--- config.mk ---
export PLATFORM = sky130hd
export DESIGN_NAME = uart_8n1_with_rx_fifo_unit
export DESIGN_NICKNAME = d
export VERILOG_FILES = /design/src/hw/rtl/u8rf_pkg.sv /design/src/hw/rtl/u8rf_tx.sv /design/src/hw/rtl/u8rf_rx.sv /design/src/hw/rtl/u8rf_rsp_queue.sv /design/src/hw/rtl/uart_8n1_with_rx_fifo_unit.sv
export SDC_FILE = /design/constraint.sdc
export NUM_CORES = 1
export LEC_CHECK = 0
export BUFFER_PORTS_ARGS = -buffer_cell sky130_fd_sc_hd__buf_2
export CORE_ASPECT_RATIO = 0.7
export CORE_MARGIN = 8
export CORE_UTILIZATION = 40
export CTS_CLUSTER_SIZE = 30
export DETAILED_ROUTE_END_ITERATION = 7
export PLACE_DENSITY = 0.64
export SYNTH_ARGS = -nofsm -noshare
export SYNTH_HDL_FRONTEND = slang
export SYNTH_SLANG_ARGS = --single-unit
--- constraint.sdc ---
create_clock -name clock -period 7.52 [get_ports clock]
set_input_delay 0.752 -clock clock [delete_from_list [all_inputs] [get_ports clock]]
set_output_delay 0.752 -clock clock [all_outputs]
set_load 0.01 [all_outputs]
--- src/hw/rtl/u8rf_pkg.sv ---
// ----------------------------------------------------------------------------
// u8rf_pkg
// Shared types and constants for the UART 8N1 unit with its receive FIFO.
// ----------------------------------------------------------------------------
`default_nettype none

package u8rf_pkg;

   localparam int unsigned FIFO_DEPTH      = 16;
   localparam int unsigned RSP_QUEUE_DEPTH = 4;

   localparam int unsigned CSR_INDEX_WIDTH = 2;
   localparam int unsigned CSR_DATA_WIDTH  = 16;

   localparam logic [CSR_INDEX_WIDTH-1:0] CSR_TX_BIT_TICKS = 2'd0;
   localparam logic [CSR_INDEX_WIDTH-1:0] CSR_RX_BIT_TICKS = 2'd1;

   localparam logic [CSR_DATA_WIDTH-1:0] TX_BIT_TICKS_RESET = 16'd92;
   localparam logic [CSR_DATA_WIDTH-1:0] RX_BIT_TICKS_RESET = 16'd94;

   // transmit frame slots: start bit, eight data bits, stop bit
   localparam logic [3:0] TX_STOP_INDEX = 4'd9;
   localparam logic [3:0] TX_LAST_DATA  = 4'd8;
   localparam logic [2:0] RX_LAST_DATA  = 3'd7;

   typedef enum logic [1:0] {
      RX_IDLE,
      RX_DATA,
      RX_STOP,
      RX_DROP
   } rx_phase_type;

   typedef struct packed {
      logic line;
      logic busy;
   } tx_status_type;

   typedef struct packed {
      logic       got;
      logic       led;
      logic [7:0] head;
   } rx_status_type;

endpackage

`default_nettype wire

--- src/hw/rtl/u8rf_tx.sv ---
// ----------------------------------------------------------------------------
// u8rf_tx
// 8N1 transmitter, one tick per accepted request, LSB first.
// ----------------------------------------------------------------------------
`default_nettype none

module u8rf_tx (
   input  wire logic                     clock,
   input  wire logic                     reset,
   input  wire logic                     tick,
   input  wire logic [15:0]              bit_ticks,
   input  wire logic                     start,
   input  wire logic [7:0]               data,
   output u8rf_pkg::tx_status_type       status
);

   logic        active_ff, active_in;
   logic [7:0]  shift_ff, shift_in;
   logic [3:0]  index_ff, index_in;
   logic [15:0] timer_ff, timer_in;
   logic        line_ff, line_in;
   logic        busy_ff;

   logic [15:0] period;
   logic        run_active;
   logic [7:0]  run_shift;
   logic [3:0]  run_index;
   logic [15:0] run_timer;
   logic [15:0] timer_dec;
   logic [2:0]  bit_sel;

   always_comb begin
      period     = (bit_ticks == 16'd0) ? 16'd1 : bit_ticks;
      run_active = active_ff | start;
      run_shift  = active_ff ? shift_ff : data;
      run_index  = active_ff ? index_ff : 4'd0;
      run_timer  = active_ff ? timer_ff : period;
      bit_sel    = 3'(run_index - 4'd1);
      timer_dec  = (run_timer != 16'd0) ? run_timer - 16'd1 : 16'd0;

      if (!run_active) begin
         line_in = 1'b1;
      end else if (run_index == 4'd0) begin
         line_in = 1'b0;
      end else if (run_index <= u8rf_pkg::TX_LAST_DATA) begin
         line_in = run_shift[bit_sel];
      end else begin
         line_in = 1'b1;
      end

      active_in = run_active;
      shift_in  = run_shift;
      index_in  = run_index;
      timer_in  = run_timer;
      if (run_active) begin
         if (timer_dec == 16'd0) begin
            if (run_index == u8rf_pkg::TX_STOP_INDEX) begin
               // stop bit done: drop back to idle
               active_in = 1'b0;
               index_in  = 4'd0;
               timer_in  = 16'd0;
            end else begin
               index_in = run_index + 4'd1;
               timer_in = period;
            end
         end else begin
            timer_in = timer_dec;
         end
      end
   end

   always_ff @(posedge clock) begin
      if (reset) begin
         active_ff <= 1'b0;
         shift_ff  <= 8'd0;
         index_ff  <= 4'd0;
         timer_ff  <= 16'd0;
         line_ff   <= 1'b1;
         busy_ff   <= 1'b0;
      end else if (tick) begin
         active_ff <= active_in;
         shift_ff  <= shift_in;
         index_ff  <= index_in;
         timer_ff  <= timer_in;
         line_ff   <= line_in;
         busy_ff   <= run_active;
      end
   end

   assign status.line = line_ff;
   assign status.busy = busy_ff;

endmodule

`default_nettype wire

--- src/hw/rtl/u8rf_rx.sv ---
// ----------------------------------------------------------------------------
// u8rf_rx
// 8N1 receiver with a circular receive FIFO and a registered head read.
// ----------------------------------------------------------------------------
`default_nettype none

module u8rf_rx #(
   parameter int unsigned FifoDepth  = u8rf_pkg::FIFO_DEPTH,
   parameter int unsigned CountWidth = $clog2(FifoDepth + 1)
) (
   input  wire logic                     clock,
   input  wire logic                     reset,
   input  wire logic                     tick,
   input  wire logic [15:0]              bit_ticks,
   input  wire logic                     rx_line,
   input  wire logic                     pop,
   input  wire logic                     clear,
   output u8rf_pkg::rx_status_type       status,
   output logic [CountWidth-1:0]         count
);

   localparam int unsigned AddrWidth = (FifoDepth > 1) ? $clog2(FifoDepth) : 1;
   localparam logic [AddrWidth-1:0] LastAddr = AddrWidth'(FifoDepth - 1);
   localparam logic [CountWidth-1:0] FullCount = CountWidth'(FifoDepth);

   u8rf_pkg::rx_phase_type phase_ff, phase_in;
   logic [19:0]           timer_ff, timer_in;
   logic [2:0]            index_ff, index_in;
   logic [7:0]            shift_ff, shift_in;
   logic                  prev_ff;
   logic [CountWidth-1:0] fill_ff, fill_in;
   logic [AddrWidth-1:0]  rd_ptr_ff, rd_ptr_in;
   logic [AddrWidth-1:0]  wr_ptr_ff, wr_ptr_in;
   logic                  led_ff;
   logic                  got_ff;
   logic [7:0]            head_ff;
   logic [7:0]            mem [FifoDepth];

   logic [19:0]           period;
   logic [19:0]           start_wait;
   logic [20:0]           drop_span;
   logic [19:0]           drop_wait;
   logic [19:0]           timer_dec;
   logic                  do_pop;
   logic [CountWidth-1:0] fill_pop;
   logic                  fifo_full;
   logic                  fall;
   logic                  sample;
   logic                  store;
   logic [7:0]            store_byte;
   logic [AddrWidth-1:0]  rd_inc;
   logic [AddrWidth-1:0]  wr_inc;

   always_comb begin
      period     = (bit_ticks < 16'd2) ? 20'd2 : 20'(bit_ticks);
      start_wait = (period >> 1) + period;
      drop_span  = (21'(period) << 4) + (21'(period) << 1) + 21'(period);
      drop_wait  = 20'(drop_span >> 1);
      timer_dec  = (timer_ff != 20'd0) ? timer_ff - 20'd1 : 20'd0;
      do_pop     = pop && (fill_ff != '0);
      fill_pop   = fill_ff - CountWidth'(do_pop);
      fifo_full  = fill_pop >= FullCount;
      fall       = prev_ff && !rx_line;
      sample     = (phase_ff == u8rf_pkg::RX_DATA) && (timer_dec == 20'd0);
      store_byte = {rx_line, shift_ff[7:1]};
      store      = sample && (index_ff == u8rf_pkg::RX_LAST_DATA) && !fifo_full;
      rd_inc     = (rd_ptr_ff == LastAddr) ? '0 : rd_ptr_ff + 1'b1;
      wr_inc     = (wr_ptr_ff == LastAddr) ? '0 : wr_ptr_ff + 1'b1;
   end

   // next phase
   always_comb begin
      phase_in = phase_ff;
      unique case (phase_ff)
         u8rf_pkg::RX_IDLE: begin
            if (fall) begin
               phase_in = fifo_full ? u8rf_pkg::RX_DROP : u8rf_pkg::RX_DATA;
            end
         end
         u8rf_pkg::RX_DATA: begin
            if (sample && (index_ff == u8rf_pkg::RX_LAST_DATA)) begin
               phase_in = u8rf_pkg::RX_STOP;
            end
         end
         u8rf_pkg::RX_STOP, u8rf_pkg::RX_DROP: begin
            if (timer_dec == 20'd0) begin
               phase_in = u8rf_pkg::RX_IDLE;
            end
         end
         default: phase_in = u8rf_pkg::RX_IDLE;
      endcase
   end

   // datapath and FIFO pointers
   always_comb begin
      timer_in = timer_ff;
      index_in = index_ff;
      shift_in = shift_ff;
      unique case (phase_ff)
         u8rf_pkg::RX_IDLE: begin
            if (fall) begin
               if (fifo_full) begin
                  timer_in = drop_wait;
               end else begin
                  timer_in = start_wait;
                  index_in = 3'd0;
                  shift_in = 8'd0;
               end
            end
         end
         u8rf_pkg::RX_DATA: begin
            if (sample) begin
               shift_in = store_byte;
               index_in = index_ff + 3'd1;
               timer_in = period;
            end else begin
               timer_in = timer_dec;
            end
         end
         u8rf_pkg::RX_STOP, u8rf_pkg::RX_DROP: begin
            timer_in = timer_dec;
         end
         default: timer_in = timer_ff;
      endcase

      if (clear) begin
         fill_in   = '0;
         rd_ptr_in = '0;
         wr_ptr_in = '0;
      end else begin
         fill_in   = fill_pop + CountWidth'(store);
         rd_ptr_in = do_pop ? rd_inc : rd_ptr_ff;
         wr_ptr_in = store ? wr_inc : wr_ptr_ff;
      end
   end

   always_ff @(posedge clock) begin
      if (reset) begin
         phase_ff  <= u8rf_pkg::RX_IDLE;
         timer_ff  <= 20'd0;
         index_ff  <= 3'd0;
         shift_ff  <= 8'd0;
         prev_ff   <= 1'b1;
         fill_ff   <= '0;
         rd_ptr_ff <= '0;
         wr_ptr_ff <= '0;
         led_ff    <= 1'b0;
         got_ff    <= 1'b0;
      end else if (tick) begin
         phase_ff  <= phase_in;
         timer_ff  <= timer_in;
         index_ff  <= index_in;
         shift_ff  <= shift_in;
         prev_ff   <= rx_line;
         fill_ff   <= fill_in;
         rd_ptr_ff <= rd_ptr_in;
         wr_ptr_ff <= wr_ptr_in;
         led_ff    <= led_ff ^ store;
         got_ff    <= store;
      end
   end

   // head read: bypass the byte being written into an empty FIFO
   always_ff @(posedge clock) begin
      if (tick && store) begin
         mem[wr_ptr_ff] <= store_byte;
      end
      if (tick) begin
         head_ff <= (store && (wr_ptr_ff == rd_ptr_in)) ? store_byte : mem[rd_ptr_in];
      end
   end

   assign status.got  = got_ff;
   assign status.led  = led_ff;
   assign status.head = (fill_ff == '0) ? 8'd0 : head_ff;
   assign count       = fill_ff;

endmodule

`default_nettype wire

--- src/hw/rtl/u8rf_rsp_queue.sv ---
// ----------------------------------------------------------------------------
// u8rf_rsp_queue
// Small result queue between the tick engines and the response port.
// ----------------------------------------------------------------------------
`default_nettype none

module u8rf_rsp_queue #(
   parameter int unsigned Width  = 1,
   parameter int unsigned Depth  = u8rf_pkg::RSP_QUEUE_DEPTH,
   parameter int unsigned CountWidth = $clog2(Depth + 1)
) (
   input  wire logic                  clock,
   input  wire logic                  reset,
   input  wire logic                  push,
   input  wire logic [Width-1:0]      push_data,
   input  wire logic                  pop,
   output logic [Width-1:0]           pop_data,
   output logic                       empty,
   output logic [CountWidth-1:0]      count
);

   localparam int unsigned AddrWidth = (Depth > 1) ? $clog2(Depth) : 1;
   localparam logic [AddrWidth-1:0] LastAddr = AddrWidth'(Depth - 1);

   logic [Width-1:0]      entries_ff [Depth];
   logic [AddrWidth-1:0]  rd_ptr_ff, rd_ptr_in;
   logic [AddrWidth-1:0]  wr_ptr_ff, wr_ptr_in;
   logic [CountWidth-1:0] count_ff, count_in;
   logic                  do_pop;

   always_comb begin
      do_pop    = pop && (count_ff != '0);
      rd_ptr_in = rd_ptr_ff;
      wr_ptr_in = wr_ptr_ff;
      if (do_pop) begin
         rd_ptr_in = (rd_ptr_ff == LastAddr) ? '0 : rd_ptr_ff + 1'b1;
      end
      if (push) begin
         wr_ptr_in = (wr_ptr_ff == LastAddr) ? '0 : wr_ptr_ff + 1'b1;
      end
      count_in = count_ff + CountWidth'(push) - CountWidth'(do_pop);
   end

   always_ff @(posedge clock) begin
      if (reset) begin
         rd_ptr_ff <= '0;
         wr_ptr_ff <= '0;
         count_ff  <= '0;
      end else begin
         rd_ptr_ff <= rd_ptr_in;
         wr_ptr_ff <= wr_ptr_in;
         count_ff  <= count_in;
      end
   end

   always_ff @(posedge clock) begin
      if (push) begin
         entries_ff[wr_ptr_ff] <= push_data;
      end
   end

   assign pop_data = entries_ff[rd_ptr_ff];
   assign empty    = (count_ff == '0);
   assign count    = count_ff;

endmodule

`default_nettype wire

--- src/hw/rtl/uart_8n1_with_rx_fifo_unit.sv ---
// ----------------------------------------------------------------------------
// uart_8n1_with_rx_fifo_unit
// Full-duplex 8N1 UART driven one tick per request, with a receive FIFO.
// ----------------------------------------------------------------------------
// Each request is one line tick and yields exactly one response, in order.
// A new request is taken every clock cycle as long as req_full is low. The
// transmitter and receiver update their state in the cycle a request is
// taken; the response is formed from registered state in the next cycle
// (the head byte comes from a registered FIFO read) and then waits in a
// four-entry result queue. req_full rises when that queue plus the one
// response in flight would fill it. A response reaches the rsp_ ports once
// the s1 stage has pushed it into the queue and older responses have gone,
// and a steady stream runs at one per cycle when responses are popped as fast.
// Bit times are set through the csr_ port
// (index 0 transmit, index 1 receive) and must only change while idle. The
// receive FIFO needs no clearing after reset: its contents are masked by the
// fill count, and the head byte reads zero when the FIFO is empty.
`default_nettype none

module uart_8n1_with_rx_fifo_unit #(
   parameter int unsigned FIFO_DEPTH = u8rf_pkg::FIFO_DEPTH,
   parameter int unsigned CountWidth = $clog2(FIFO_DEPTH + 1)
) (
   input  wire logic                                  clock,
   input  wire logic                                  reset,

   input  wire logic                                  req_push,
   output logic                                       req_full,
   input  wire logic                                  req_rx_line,
   input  wire logic                                  req_tx_start,
   input  wire logic [7:0]                            req_tx_data,
   input  wire logic                                  req_pop_req,
   input  wire logic                                  req_clear,

   output logic                                       rsp_empty,
   input  wire logic                                  rsp_pop,
   output logic                                       rsp_tx_line,
   output logic                                       rsp_tx_busy,
   output logic [7:0]                                 rsp_head_byte,
   output logic [CountWidth-1:0]                      rsp_fifo_count,
   output logic                                       rsp_byte_received,
   output logic                                       rsp_activity_led,

   input  wire logic                                  csr_valid,
   output logic                                       csr_ready,
   input  wire logic [u8rf_pkg::CSR_INDEX_WIDTH-1:0]  csr_index,
   input  wire logic [u8rf_pkg::CSR_DATA_WIDTH-1:0]   csr_wdata
);

   localparam int unsigned QDepth      = u8rf_pkg::RSP_QUEUE_DEPTH;
   localparam int unsigned QCountWidth = $clog2(QDepth + 1);
   localparam int unsigned RspWidth    = 1 + 1 + 8 + CountWidth + 1 + 1;

   logic [15:0]              tx_bit_ticks_ff;
   logic [15:0]              rx_bit_ticks_ff;
   logic                     s1_valid_ff;
   logic                     tick;
   logic [QCountWidth-1:0]   q_count;
   logic [QCountWidth:0]     q_pending;
   u8rf_pkg::tx_status_type  tx_status;
   u8rf_pkg::rx_status_type  rx_status;
   logic [CountWidth-1:0]    rx_count;
   logic [RspWidth-1:0]      rsp_word;
   logic [RspWidth-1:0]      rsp_head_word;

   assign q_pending = (QCountWidth + 1)'(q_count) + (QCountWidth + 1)'(s1_valid_ff);
   assign req_full  = q_pending >= (QCountWidth + 1)'(QDepth);
   assign tick      = req_push && !req_full;
   assign csr_ready = 1'b1;

   always_ff @(posedge clock) begin
      if (reset) begin
         tx_bit_ticks_ff <= u8rf_pkg::TX_BIT_TICKS_RESET;
         rx_bit_ticks_ff <= u8rf_pkg::RX_BIT_TICKS_RESET;
         s1_valid_ff     <= 1'b0;
      end else begin
         s1_valid_ff <= tick;
         if (csr_valid) begin
            unique case (csr_index)
               u8rf_pkg::CSR_TX_BIT_TICKS: tx_bit_ticks_ff <= csr_wdata;
               u8rf_pkg::CSR_RX_BIT_TICKS: rx_bit_ticks_ff <= csr_wdata;
               default: ;
            endcase
         end
      end
   end

   u8rf_tx u_tx (
      .clock     (clock),
      .reset     (reset),
      .tick      (tick),
      .bit_ticks (tx_bit_ticks_ff),
      .start     (req_tx_start),
      .data      (req_tx_data),
      .status    (tx_status)
   );

   u8rf_rx #(
      .FifoDepth  (FIFO_DEPTH),
      .CountWidth (CountWidth)
   ) u_rx (
      .clock     (clock),
      .reset     (reset),
      .tick      (tick),
      .bit_ticks (rx_bit_ticks_ff),
      .rx_line   (req_rx_line),
      .pop       (req_pop_req),
      .clear     (req_clear),
      .status    (rx_status),
      .count     (rx_count)
   );

   assign rsp_word = {tx_status.line, tx_status.busy, rx_status.head, rx_count,
                      rx_status.got, rx_status.led};

   u8rf_rsp_queue #(
      .Width      (RspWidth),
      .Depth      (QDepth),
      .CountWidth (QCountWidth)
   ) u_rsp_queue (
      .clock     (clock),
      .reset     (reset),
      .push      (s1_valid_ff),
      .push_data (rsp_word),
      .pop       (rsp_pop),
      .pop_data  (rsp_head_word),
      .empty     (rsp_empty),
      .count     (q_count)
   );

   assign {rsp_tx_line, rsp_tx_busy, rsp_head_byte, rsp_fifo_count,
           rsp_byte_received, rsp_activity_led} = rsp_head_word;

`ifndef SYNTHESIS
   a_queue_room: assert property (@(posedge clock) disable iff (reset)
      s1_valid_ff |-> (q_count < QCountWidth'(QDepth)))
      else $error("result queue overflow");

   a_tick_to_stage: assert property (@(posedge clock) disable iff (reset)
      (req_push && !req_full) |=> s1_valid_ff)
      else $error("accepted request produced no response");

   a_count_bound: assert property (@(posedge clock) disable iff (reset)
      !rsp_empty |-> (rsp_fifo_count <= CountWidth'(FIFO_DEPTH)))
      else $error("fifo count above depth");

   a_empty_head_zero: assert property (@(posedge clock) disable iff (reset)
      (!rsp_empty && (rsp_fifo_count == '0)) |-> (rsp_head_byte == 8'd0))
      else $error("head byte nonzero with empty fifo");
`endif

endmodule

`default_nettype wire

==> Yosys cells after proc, flatten, opt, wreduce, memory -nomap -nowiden <==
Memory sizes are Yosys's and may differ from the RTL's. A register that Yosys moved wholly into a read port is not among the register bits.
Index checks and enable logic that the tools add are counted.
{ "classes": {"addsub": 17, "mul": 0, "div": 0, "n_lt_le_gt_ge": 5, "eq_ne": 15, "n_shift": 0, "n_mux": 54, "n_bitwise": 2, "n_reduce_logical": 32} }
{ "ops": {"columns": ["operator", "n"], "rows": [
  ["2-to-1 mux 16 bit", 7],
  ["2-to-1 mux 20 bit", 4],
  ["one-hot mux 20 bit (3 select lines)", 1],
  ["2-to-1 mux 4 bit", 10],
  ["2-to-1 mux 8 bit", 5],
  ["zero test 16 bit", 2],
  ["adder 21 x 20 -> 21 bit", 1],
  ["adder 21 bit", 1],
  ["adder 19 x 20 -> 20 bit", 1],
  ["zero test 20 bit", 1],
  ["nonzero test 20 bit", 1],
  ["subtractor 20 x 1 -> 20 bit (second input constant)", 1],
  ["< comparator 16 x 2 -> 1 bit (second input constant)", 1],
  ["2-to-1 mux 2 bit", 8],
  ["one-hot mux 8 bit (2 select lines)", 1],
  ["nonzero test 16 bit", 1],
  ["subtractor 16 x 1 -> 16 bit (second input constant)", 1],
  ["adder 4 x 1 -> 4 bit (second input constant)", 3],
  ["equality test 4 bit (second input constant)", 3],
  ["2-to-1 mux 1 bit", 11],
  ["2-to-1 mux 3 bit", 3],
  ["equality test 2 bit (second input constant)", 4],
  ["logical AND 1 bit", 8],
  ["AND reduction 2 bit", 4],
  ["other kinds (33)", 42]
]} }
{ "totals": {"register_bits": 120, "latchBits": 0, "mem_bits_rw": 196, "romBits": 0, "in_bits": 35, "output_inout_bits": 20, "memories": 2} }
{ "mem_list": {"columns": ["name", "depth", "width", "read_ports", "rd_ports_with_merged_regs", "wr", "line_no", "text"], "rows": [
  ["u_rx.mem", 16, 8, 1, 1, 1, "u8rf_rx.sv:37", "logic [7:0] mem [FifoDepth];"],
  ["u_rsp_queue.entries_ff", 4, 17, 1, 1, 1, "u8rf_rsp_queue.sv:25", "logic [Width-1:0] entries_ff [Depth];"]
]} }

==> Longest topological paths before layout <==
Gate-level depths: netlist of the first run.
{ "depth": {"depth_word": 9, "ltp_mapped": 18} }

==> Cells and area by module <==
Synthesis of the first run repeated with hierarchy kept, for this count alone.
{ "hier_totals": {"hier_cells": 1591, "hier_area_um2": 18012.3} }
{ "modules_own_cells": {"columns": ["module", "n_inst", "cells_each", "area_each_um2", "seq_area_each_um2"], "rows": [
  ["u8rf_rx", 1, 980, 10961.8, 5044.8],
  ["u8rf_rsp_queue", 1, 133, 2956.6, 2222.1],
  ["u8rf_tx", 1, 346, 2706.3, 620.6],
  ["uart_8n1_with_rx_fifo_unit", 1, 132, 1387.6, 660.6]
]} }

==> Least setup slack after synthesis of the first run <==
No wires, ideal clock.
{ "synth_timing": {"path_type": "flip-flop to flip-flop", "start": "reg u_tx.active_ff", "end": "reg u_tx.index_ff[0]", "setup_ns": 0.122, "arrival_ns": 4.046, "setup_slack_ns": 3.352, "stages_incl_launch_ff": 17, "n_path_buf": 7, "synth_period_minus_slack_ns": 4.168, "cell_sequence": "dfxtp_1 -> buf_2 -> buf_2 -> buf_2 -> clkbuf_1 -> buf_1 -> buf_1 -> mux2i_1 -> ha_1 -> o211ai_1 -> clkbuf_1 -> or3b_1 -> mux2i_1 -> o22ai_1 -> a211oi_4 -> nand2_1 -> a311o_1"} }
{ "synth_via": {"elab_chain_len": 6} }
{ "synth_lines": {"columns": ["element", "line_no", "text"], "rows": [
  ["start: declaration", "u8rf_tx.sv:17", "logic active_ff, active_in;"],
  ["start signal: assignment", "u8rf_tx.sv:81", "active_ff <= active_in;"],
  ["2-to-1 mux 16 bit", "u8rf_tx.sv:37", "run_timer = active_ff ? timer_ff : period;"],
  ["subtractor 16 x 1 -> 16 bit / nonzero test 16 bit (equally long branches)", "u8rf_tx.sv:39", "timer_dec = (run_timer != 16'd0) ? run_timer - 16'd1 : 16'd0;"],
  ["2-to-1 mux 16 bit", "u8rf_tx.sv:39", null],
  ["zero test 16 bit", "u8rf_tx.sv:56", "if (timer_dec == 16'd0) begin"],
  ["2-to-1 mux 4 bit", "u8rf_tx.sv:56", null],
  ["2-to-1 mux 4 bit *", "u8rf_tx.sv:55", "if (run_active) begin"],
  ["end signal: assignment", "u8rf_tx.sv:83", "index_ff <= index_in;"],
  ["end: declaration", "u8rf_tx.sv:19", "logic [3:0] index_ff, index_in;"]
]} }
Every way passes the cells marked *; elsewhere a longest branch is shown, timed or not.
A chain may end at the register's enable or synchronous reset.

==> Worst setup path after layout of the first run <==
{ "layout_timing": {"start": "reg rx_bit_ticks_ff[14]", "end": "reg u_rx.timer_ff[11]"} }
{ "layout_via": {"elab_chain_len": 7} }
{ "layout_lines": {"columns": ["element", "line_no", "text"], "rows": [
  ["start: declaration", "uart_8n1_with_rx_fifo_unit.sv:55", "logic [15:0] rx_bit_ticks_ff;"],
  ["start signal: assignment", "uart_8n1_with_rx_fifo_unit.sv:74", "rx_bit_ticks_ff <= u8rf_pkg::RX_BIT_TICKS_RESET;"],
  ["start signal: assignment", "uart_8n1_with_rx_fifo_unit.sv:81", "u8rf_pkg::CSR_RX_BIT_TICKS: rx_bit_ticks_ff <= csr_wdata;"],
  ["< comparator 16 x 2 -> 1 bit *", "u8rf_rx.sv:55", "period = (bit_ticks < 16'd2) ? 20'd2 : 20'(bit_ticks);"],
  ["2-to-1 mux 16 bit *", "u8rf_rx.sv:55", null],
  ["adder 21 bit", "u8rf_rx.sv:57", "drop_span = (21'(period) << 4) + (21'(period) << 1) + 21'(period);"],
  ["adder 21 x 20 -> 21 bit", "u8rf_rx.sv:57", null],
  ["2-to-1 mux 20 bit", "u8rf_rx.sv:102", "if (fifo_full) begin"],
  ["2-to-1 mux 20 bit", "u8rf_rx.sv:101", "if (fall) begin"],
  ["one-hot mux 20 bit (3 select lines) *", "u8rf_rx.sv:99", "unique case (phase_ff)"],
  ["end signal: assignment", "u8rf_rx.sv:151", "timer_ff <= timer_in;"],
  ["end: declaration", "u8rf_rx.sv:27", "logic [19:0] timer_ff, timer_in;"]
]} }
Every way passes the cells marked *; elsewhere a longest branch is shown, timed or not. The select of a mux whose other input is x is not followed.

==> out/qor.yml, run 1 <==
detailed_routing:
  detail_route.first_pass.iterations: 5
  first_iter_violations: 1484
  average_wire_per_standard_cell_um: 20.88
  detailed_route_via_count: 13013
  detail_route.vias_per_cell: 5.956
  route.final.wire_length_mm: 45.61
  post-route-drc-count: 0
  route.antenna.remaining_nets: 0
setup_path:
  critical_path.cell_chain: "inv_1, ha_1, nor4b_1, nand4_1, nand2_1, ha_1, ha_1, fa_1, a211o_1, a21boi_0, o21ai_0, o311a_1, or4_1, o31ai_1, a221oi_1"
  cp.required_ns: 7.91
  cp_max_fo: 8
  timing.critical_path.slowest_stage_cell: "or4_1"
  critical_path.top_delay_family: "compound AO/OA/AOI/OAI gates"
  timing.critical_path.arrival_ns: 5.04
  worst_path_largest_cell_delay_ns: 0.53
  worstSetupEndpointType: "flip-flop"
  startpoint_type: "flip-flop"
  buffers_plus_inverters_on_the_worst_setup_path: 1
  worst-setup-path-type: "reg -> reg"
  timing.critical_path.mode_cell: "ha_1"
clocking:
  numCtsBuffers: 34
  clk_latency_ns: 0.54
  clockBufferDepth: 3
  clock_tree.root_cell: "clkbuf_16"
  postCtsSetupBuffers: 0
  tritoncts: "yes"
  worst_setup_hold_path_clk_slew_ns: 0.06
  numClockSinks: 325
  htreeDepth: 2
  post_cts_hold_buffer_count: 0
  post_cts_resize_count: 0
synthesis:
  synth_edf_count: 204
  synth.avg_cell_area_um2: 10.88
  yosys_most_used_dff: "edfxtp_1"
  synth-seq-area-share_pct: 49.50
  yosys.cell_types.count: 86
  yosys_register_bits: 325
  ys_async_sr_fraction_pct: 0
  synth_top_area_share_pct: 35.47
  mappedNetlistArea_um2: 17270
  synth_warnings: 0
  postSynthNetCount: 1699
  synth.area.top_cells: "edfxtp_1 (35%), dfxtp_1 (14%), mux4_2 (6.5%)"
  syn-instance-count: 1587
  yosysTopAreaCell: "edfxtp_1"
power_and_ir_drop:
  cellLeakagePower_nw: 6.717
  vdd_drop_max_mv: 0.1260
  sequential_cell_fraction_of_total_power_pct: 43.1
  p_int_mw: 3.338
  net-switching-power_mw: 1.442
  clock_power_share_pct: 36.4
  power.combinational.fraction_pct: 20.5
  power-per-cell-area_nw_per_um2: 249.4
  swShare_pct: 30.17
layout:
  finalCoreUtilization_pct: 45.12
  layout.nets: 1718
  share_of_layout_cells_above_drive_strength_1_pct: 13.30
  syn2layout_area_growth_pct: 11.01
  nFillCells: 3881
timing:
  post-route-min-period_ns: 4.654
  min_period_over_period_pct: 61.89
  total_neg_setup_slack_ns: 0
  final-max-slew-violation-count: 0
  finalHoldViolations: 0
  worst_slew_margin_rel_pct: 26.13
  unrepaired_setup_endpoints_after_global_routing: "no"
  timing_worst_slew_pin_value_ns: 1.100
  fin_worst_skew_ns: 0.01748
  fmax_mhz: 214.9
  setup_viol: 0
place:
  io_buffers: 53
  place.detailed.hpwl_mm: 32.29
  globalplace.congestion: 0.9619
grt:
  grt_pass1_vias: 12547
  global_route.usage.total_pct: 17.76
  grt.overflow.total: 0
  first_pass_grt_wire_length_mm: 71.89
  grt_max_degree: 43
  initial_antenna_violation_count: 1
floorplan:
  boundaryPins: 55
  die_width_um: 264.3
  initial_core_util_pct: 40.65
  num_rows: 63
  placeable_area_um2: 42490
  dieArea_um2: 50180
  dieHeight_um: 189.8
hold_path:
  worst_hold_path_type: "reg -> reg"
status:
  run_status: "finished, final reports clean"
run:
  max_cap_viol_count: 0
-- logic make-up (layout without fill, tap and decap cells) --
logic type / count (synthesis) / after routing / share of synthesized area [%]
xor gates and xnor gates: 45 / 45 / 2.282
adders and majority gates: 78 / 78 / 6.332
DFF: 325 / 325 / 49.50
buffers and inverters: 144 / 189 / 3.318
muxes: 92 / 92 / 9.049
other: 1 / 2 / 0.02172
and+or+nand+nor: 533 / 533 / 15.63
AOI/OAI and AO/OA: 369 / 369 / 13.87
-- worst paths after layout --
| kind | startpoint | end | slack, ns | cells past startpoint |
|---|---|---|---|---|
| setup / recovery | rx_bit_ticks_ff[14] | u_rx.timer_ff[11] | 2.87 | 15 |
| setup reg to reg | rx_bit_ticks_ff[14] | u_rx.timer_ff[11] | 2.87 | 15 |
| hold / removal | u_tx.shift_ff[5] | u_tx.shift_ff[5] | 0.45 | 2 |
| hold reg to reg | u_tx.shift_ff[5] | u_tx.shift_ff[5] | 0.45 | 2 |
-- metal layers --
metal | wire length, um | track usage (%)
met5 | 0 | 0
met4 | 677 | 3.505
met3 | 4589 | 4.037
met2 | 18480 | 25.38
met1 | 21860 | 27.19
-- power by group through the flow --
stage | Sequential [mW] | Combinational, mW | Clock, mW
2_1_floorplan | 2.04 | 0.730 | 0
3_3_place_gp | 2.09 | 0.950 | 0
3_5_place_dp | 2.10 | 0.960 | 0
4_1_cts | 2.06 | 0.965 | 1.78
5_1_grt | 2.07 | 1.07 | 1.84
6_report | 2.06 | 0.980 | 1.74
-- through the flow --
| step | hold WS (ns) | area (um^2) | std cells | power, mW | worst slack [ns] |
|---|---|---|---|---|---|
| floorplan | 0.4357 | 17270 | 1587 | 2.771 | 3.352 |
| detailed placement | 0.4456 | 18010 | 2122 | 3.056 | 2.988 |
| global placement | 0.4421 | 18010 | 2122 | 3.040 | 3.038 |
| global route | 0.4484 | 19170 | 2185 | 4.985 | 2.633 |
| finish | 0.4521 | 19170 | 2185 | 4.781 | 2.866 |
| CTS | 0.4407 | 19170 | 2184 | 4.801 | 2.925 |
-- layout make-up --
type / instances / area (um^2) / area share, %
Antenna cell: 1 / 2.502 / 0.01305
Clock inverter: 25 / 271.5 / 1.416
Timing Repair Buffer: 71 / 400.4 / 2.089
Multi-Input combinational cell: 1118 / 8162 / 42.58
Clock buffer: 37 / 883.3 / 4.608
Sequential cell: 325 / 8549 / 44.60
Tap cell: 552 / 690.7 / 3.603
Inverter: 56 / 210.2 / 1.097
-- Yosys cell counts (all sizes together) (7+ instances only) --
| cell type | instances |
|---|---|
| edfxtp | 204 |
| nand2 | 186 |
| dfxtp | 121 |
| a21oi | 111 |
| nor2 | 104 |
| o21ai | 81 |
| ha | 61 |
| clkbuf | 60 |
| inv | 54 |
| mux4 | 50 |
| nor3 | 44 |
| nand3 | 35 |
| mux2i | 29 |
| xnor2 | 29 |
| buf | 28 |
| nand4 | 25 |
| a31oi | 21 |
| a211oi | 19 |
| o211ai | 19 |
| nand2b | 18 |
| a22oi | 17 |
| fa | 16 |
| nor4 | 16 |
| xor2 | 16 |
| nor2b | 14 |
| mux2 | 13 |
| or3 | 12 |
| and2 | 11 |
| nor4b | 11 |
| o21a | 10 |
| o22ai | 10 |
| or4 | 10 |
| a221o | 9 |
| a221oi | 9 |
| nand3b | 9 |
| or2 | 9 |
| and3 | 8 |
| a21o | 7 |
-- state kept, by name, indices dropped and copies added (netlist names), 2 cells and up, named ones only --
signal and flops:
u_rx.count 5, u_rx.wr_ptr_ff 4, u_rsp_queue.entries_ff 68, u_rx.mem 128, u_rx.shift_ff 7, rx_bit_ticks_ff 16, u_tx.shift_ff 8, u_rx.head_ff 8
u_rx.phase_ff 2, u_rsp_queue.rd_ptr_ff 2, u_rx.timer_ff 20, u_rx.rd_ptr_ff 4, u_tx.timer_ff 16, u_rsp_queue.wr_ptr_ff 2, u_tx.index_ff 4, u_rsp_queue.count 3
tx_bit_ticks_ff 16, u_rx.index_ff 3
-- worst reg2reg max path, stage by stage, from the launching register on --
cell and delay (ns):
dfxtp_1 0.38, inv_1 0.11, ha_1 0.16, nor4b_1 0.23, nand4_1 0.31, nand2_1 0.29, ha_1 0.31, ha_1 0.23
fa_1 0.43, a211o_1 0.31, a21boi_0 0.37, o21ai_0 0.21, o311a_1 0.31, or4_1 0.53, o31ai_1 0.23, a221oi_1 0.11
-- cells in the final DEF (no fill, tap or decap), types with 35 or more instances in the layout --
master     instances
a21oi_1          111
inv_1             54
edfxtp_1         204
o21ai_0           78
nand3_1           35
dfxtp_1          120
mux4_2            50
nor2_1           101
nand2_1          186
nor3_1            42
ha_1              61
buf_2             53
clkbuf_16         35
Power figures use the tool's default switching activity.
==> run 2, diff against run 1 <==
--- a/config.mk
+++ b/config.mk
@@ -11,7 +11,7 @@
 export CORE_UTILIZATION = 40
 export CTS_CLUSTER_SIZE = 30
 export DETAILED_ROUTE_END_ITERATION = 7
-export PLACE_DENSITY = 0.64
+export PLACE_DENSITY = 0.66
 export SYNTH_ARGS = -nofsm -noshare
 export SYNTH_HDL_FRONTEND = slang
 export SYNTH_SLANG_ARGS = --single-unit
==> constraint.sdc (replaced) <==
create_clock -name clock -period 4.05 [get_ports clock]
set_input_delay 0.405 -clock clock [delete_from_list [all_inputs] [get_ports clock]]
set_output_delay 0.405 -clock clock [all_outputs]
set_load 0.01 [all_outputs]
==> out/qor.yml, run 2 (same netlist as run 1, synthesis figures left out) <==
timing:
  min_period_over_period_pct: 94.04  # +32 points
  fmax_mhz: 262.6  # +22%
  worst_slew_margin_rel_pct: 19.58  # -6.5 points
  fin_ws_ns: 0.2414  # -2.625 ns
  final-max-slew-violation-count: 0  # unchanged
  post-route-min-period_ns: 3.809  # -0.8454 ns
  timing.hold.ws_ns: 0.1270  # -0.3251 ns
  unrepaired_setup_endpoints_after_global_routing: "no"
  fin_worst_skew_ns: 0.01806  # +0.0005783 ns
  total_neg_setup_slack_ns: 0  # unchanged
  finalHoldViolations: 0  # unchanged
  setup_viol: 0  # unchanged
  timing_worst_slew_pin_value_ns: 1.197  # +0.09742 ns
setup_path:
  startpoint_type: "flip-flop"
  worst-setup-path-type: "reg -> reg"
  cp.required_ns: 4.28  # -3.63 ns
  worst-r2r-setup-slack_ns: 0.24  # -2.62 ns
  timing.critical_path.mode_cell: "ha_1"
  timing.rr.end: "u_rx.mem[1][2]"
  worstSetupEndpointType: "flip-flop"
  critical_path.cell_chain: "or4_1, o21a_1, ha_1, ha_1, nor3b_1, xnor2_1, and2_1, o2111a_1, nand2_1, nor3_1, buf_4"
  ff2ff_path_depth: 11  # -4
  timing.critical_path.slowest_stage_cell: "or4_1"
  timing.critical_path.arrival_ns: 4.04  # -1.00 ns
  worst_path_largest_cell_delay_ns: 0.62  # +0.09 ns
  cp_max_fo: 7  # -1
  critical_path.reg2reg.startpoint: "u_rx.count[0]"
layout:
  largest_reg_flops: 128  # unchanged
  nFillCells: 3817  # -1.6%
  most_common_library_cell_in_the_layout_ignoring_fill_and_taps: "edfxtp_1"
  layout.nets: 1778  # +3.5%
  antenna-diode-count: 0  # -1
  top_registers: "u_rx.mem x128, u_rsp_queue.entries_ff x68, u_rx.timer_ff x20"
  layout_common_cells: "edfxtp_1 (204), nand2_1 (186), dfxtp_1 (120)"
  syn2layout_area_growth_pct: 13.84
  finish.instance_area_um2: 19660  # +2.6%
  largest_register: "u_rx.mem"
  share_of_layout_cells_above_drive_strength_1_pct: 16.45  # +3.2 points
place:
  place.detailed.hpwl_mm: 31.14  # -3.6%
  detailed_place.area_um2: 18480  # +2.6%
  io_buffers: 53  # unchanged
  globalplace.congestion: 0.9284  # -3.5%
  place_worst_setup_slack_ns: 0.04351  # -2.944 ns
floorplan:
  die_width_um: 264.3  # unchanged
  initial_core_util_pct: 40.65  # unchanged
  dieHeight_um: 189.8  # unchanged
  boundaryPins: 55  # unchanged
  num_rows: 63  # unchanged
  placeable_area_um2: 42490  # unchanged
  dieArea_um2: 50180  # unchanged
detailed_routing:
  route.antenna.remaining_nets: 0  # unchanged
  detail_route.vias_per_cell: 5.846  # -1.8%
  detailed_route_via_count: 13107  # +0.72%
  detail_route.first_pass.iterations: 5  # unchanged
  route.final.wire_length_mm: 44.30  # -2.9%
  first_iter_violations: 1377  # -7.2%
  post-route-drc-count: 0  # unchanged
  average_wire_per_standard_cell_um: 19.76  # -5.4%
clocking:
  numClockSinks: 325  # unchanged
  clock_tree.root_cell: "clkbuf_16"
  tritoncts: "yes"
  htreeDepth: 2  # unchanged
  clockBufferDepth: 3  # unchanged
  numCtsBuffers: 34  # unchanged
  worst_setup_hold_path_clk_slew_ns: 0.06  # about the same
  clk_latency_ns: 0.52  # -0.02 ns
hold_path:
  worst_hold_path.endpoint: "u_tx.shift_ff[4]"
  hold_path_startpoint: "req_tx_data[4]"
  holdPathStages: 3  # +1
  worst_hold_path_type: "in -> reg"
power_and_ir_drop:
  vdd_drop_max_mv: 0.2779  # +120%
  power-per-cell-area_nw_per_um2: 453.3  # +82%
  cellLeakagePower_nw: 7.034  # +4.7%
run:
  max_cap_viol_count: 0  # unchanged
grt:
  global_route.usage.total_pct: 17.20  # -0.56 points
  initial_antenna_violation_count: 0  # -1
  grt_max_degree: 40  # -7.0%
  grt_pass1_vias: 12339  # -1.7%
  grt.overflow.total: 0  # unchanged
  first_pass_grt_wire_length_mm: 70.19  # -2.4%
status:
  run_status: "finished, final reports clean"
==> run 2: changes by cell type in the layout (fill, tap and decap cells not counted), moves of 2 or more <==
cell,before,now
inv_6,3,1
clkbuf_1,2,4
bufinv_16,4,6
buf_4,18,77
o21ai_1,0,3
o21ai_0,78,75
clkinv_4,4,2
clkinv_8,2,0
==> run 2: through the flow <==
stage / util [%] / power [mW] / instances
after floorplan: - / 5.147 / 1587
after global placement: 43.48 / 5.650 / 2182
after CTS: 46.20 / 8.950 / 2242
after global routing: 46.27 / 9.336 / 2242
after detailed placement: 43.48 / 5.669 / 2182
final: 46.27 / 8.910 / 2242
==> run 2: critical path, delay by kind of cell (launching register included) <==
family | cells | cell delay, ns
AOI/OAI and AO/OA | 2 | 0.71
xor gates and xnor gates | 1 | 0.20
adders and majority gates | 2 | 0.46
buffers and inverters | 1 | 0.21
DFF | 1 | 0.38
and+or+nand+nor | 5 | 1.56
==> run 2: how the worst max path moves through the flow <==
stage | cells past startpoint | start | slack (ns) | to
floorplan | 16 | u_tx.active_ff | 0.10 | u_tx.index_ff[0]
global placement | 15 | rx_bit_ticks_ff[14] | 0.13 | u_rx.timer_ff[11]
detailed placement | 15 | rx_bit_ticks_ff[14] | 0.04 | u_rx.timer_ff[11]
CTS | 15 | rx_bit_ticks_ff[14] | 0.04 | u_rx.timer_ff[11]
global route | 12 | tx_bit_ticks_ff[6] | 0.02 | u_tx.index_ff[0]
finish | 11 | u_rx.count[0] | 0.24 | u_rx.mem[1][2]
==> run 2: what timing repair did <==
action                                 CTS  global route
setup endpoints to repair                0            11
setup buffers                            0             0
hold buffers                             0             0
endpoints found under the hold margin    0             0
gates resized for setup                  0            10
==> run 2: final cells by class <==
type,count,area [um^2],area share [%]
clock inverter,21,264.0,1.343
sequential,325,8549,43.49
inverter,56,210.2,1.069
clock buffer,39,890.9,4.532
timing repair buffer,131,863.3,4.392
multi-input combinational,1118,8190,41.66
tap,552,690.7,3.513
==> run 2: power breakdown <==
| group | internal, mW | total (mW) | switching [mW] |
|---|---|---|---|
| Clock | 1.97 | 3.27 | 1.30 |
| Combinational | 0.730 | 1.83 | 1.10 |
| Sequential | 3.64 | 3.81 | 0.171 |
==> run 2: metal layers <==
layer / track usage, % / up-vias / routed length [um]
met2: 25.21 / 528 / 18580
li1: - / 6149 / -
met4: 3.484 / 0 / 693
met5: 0 / - / 0
met3: 3.366 / 59 / 3564
met1: 26.12 / 6371 / 21450
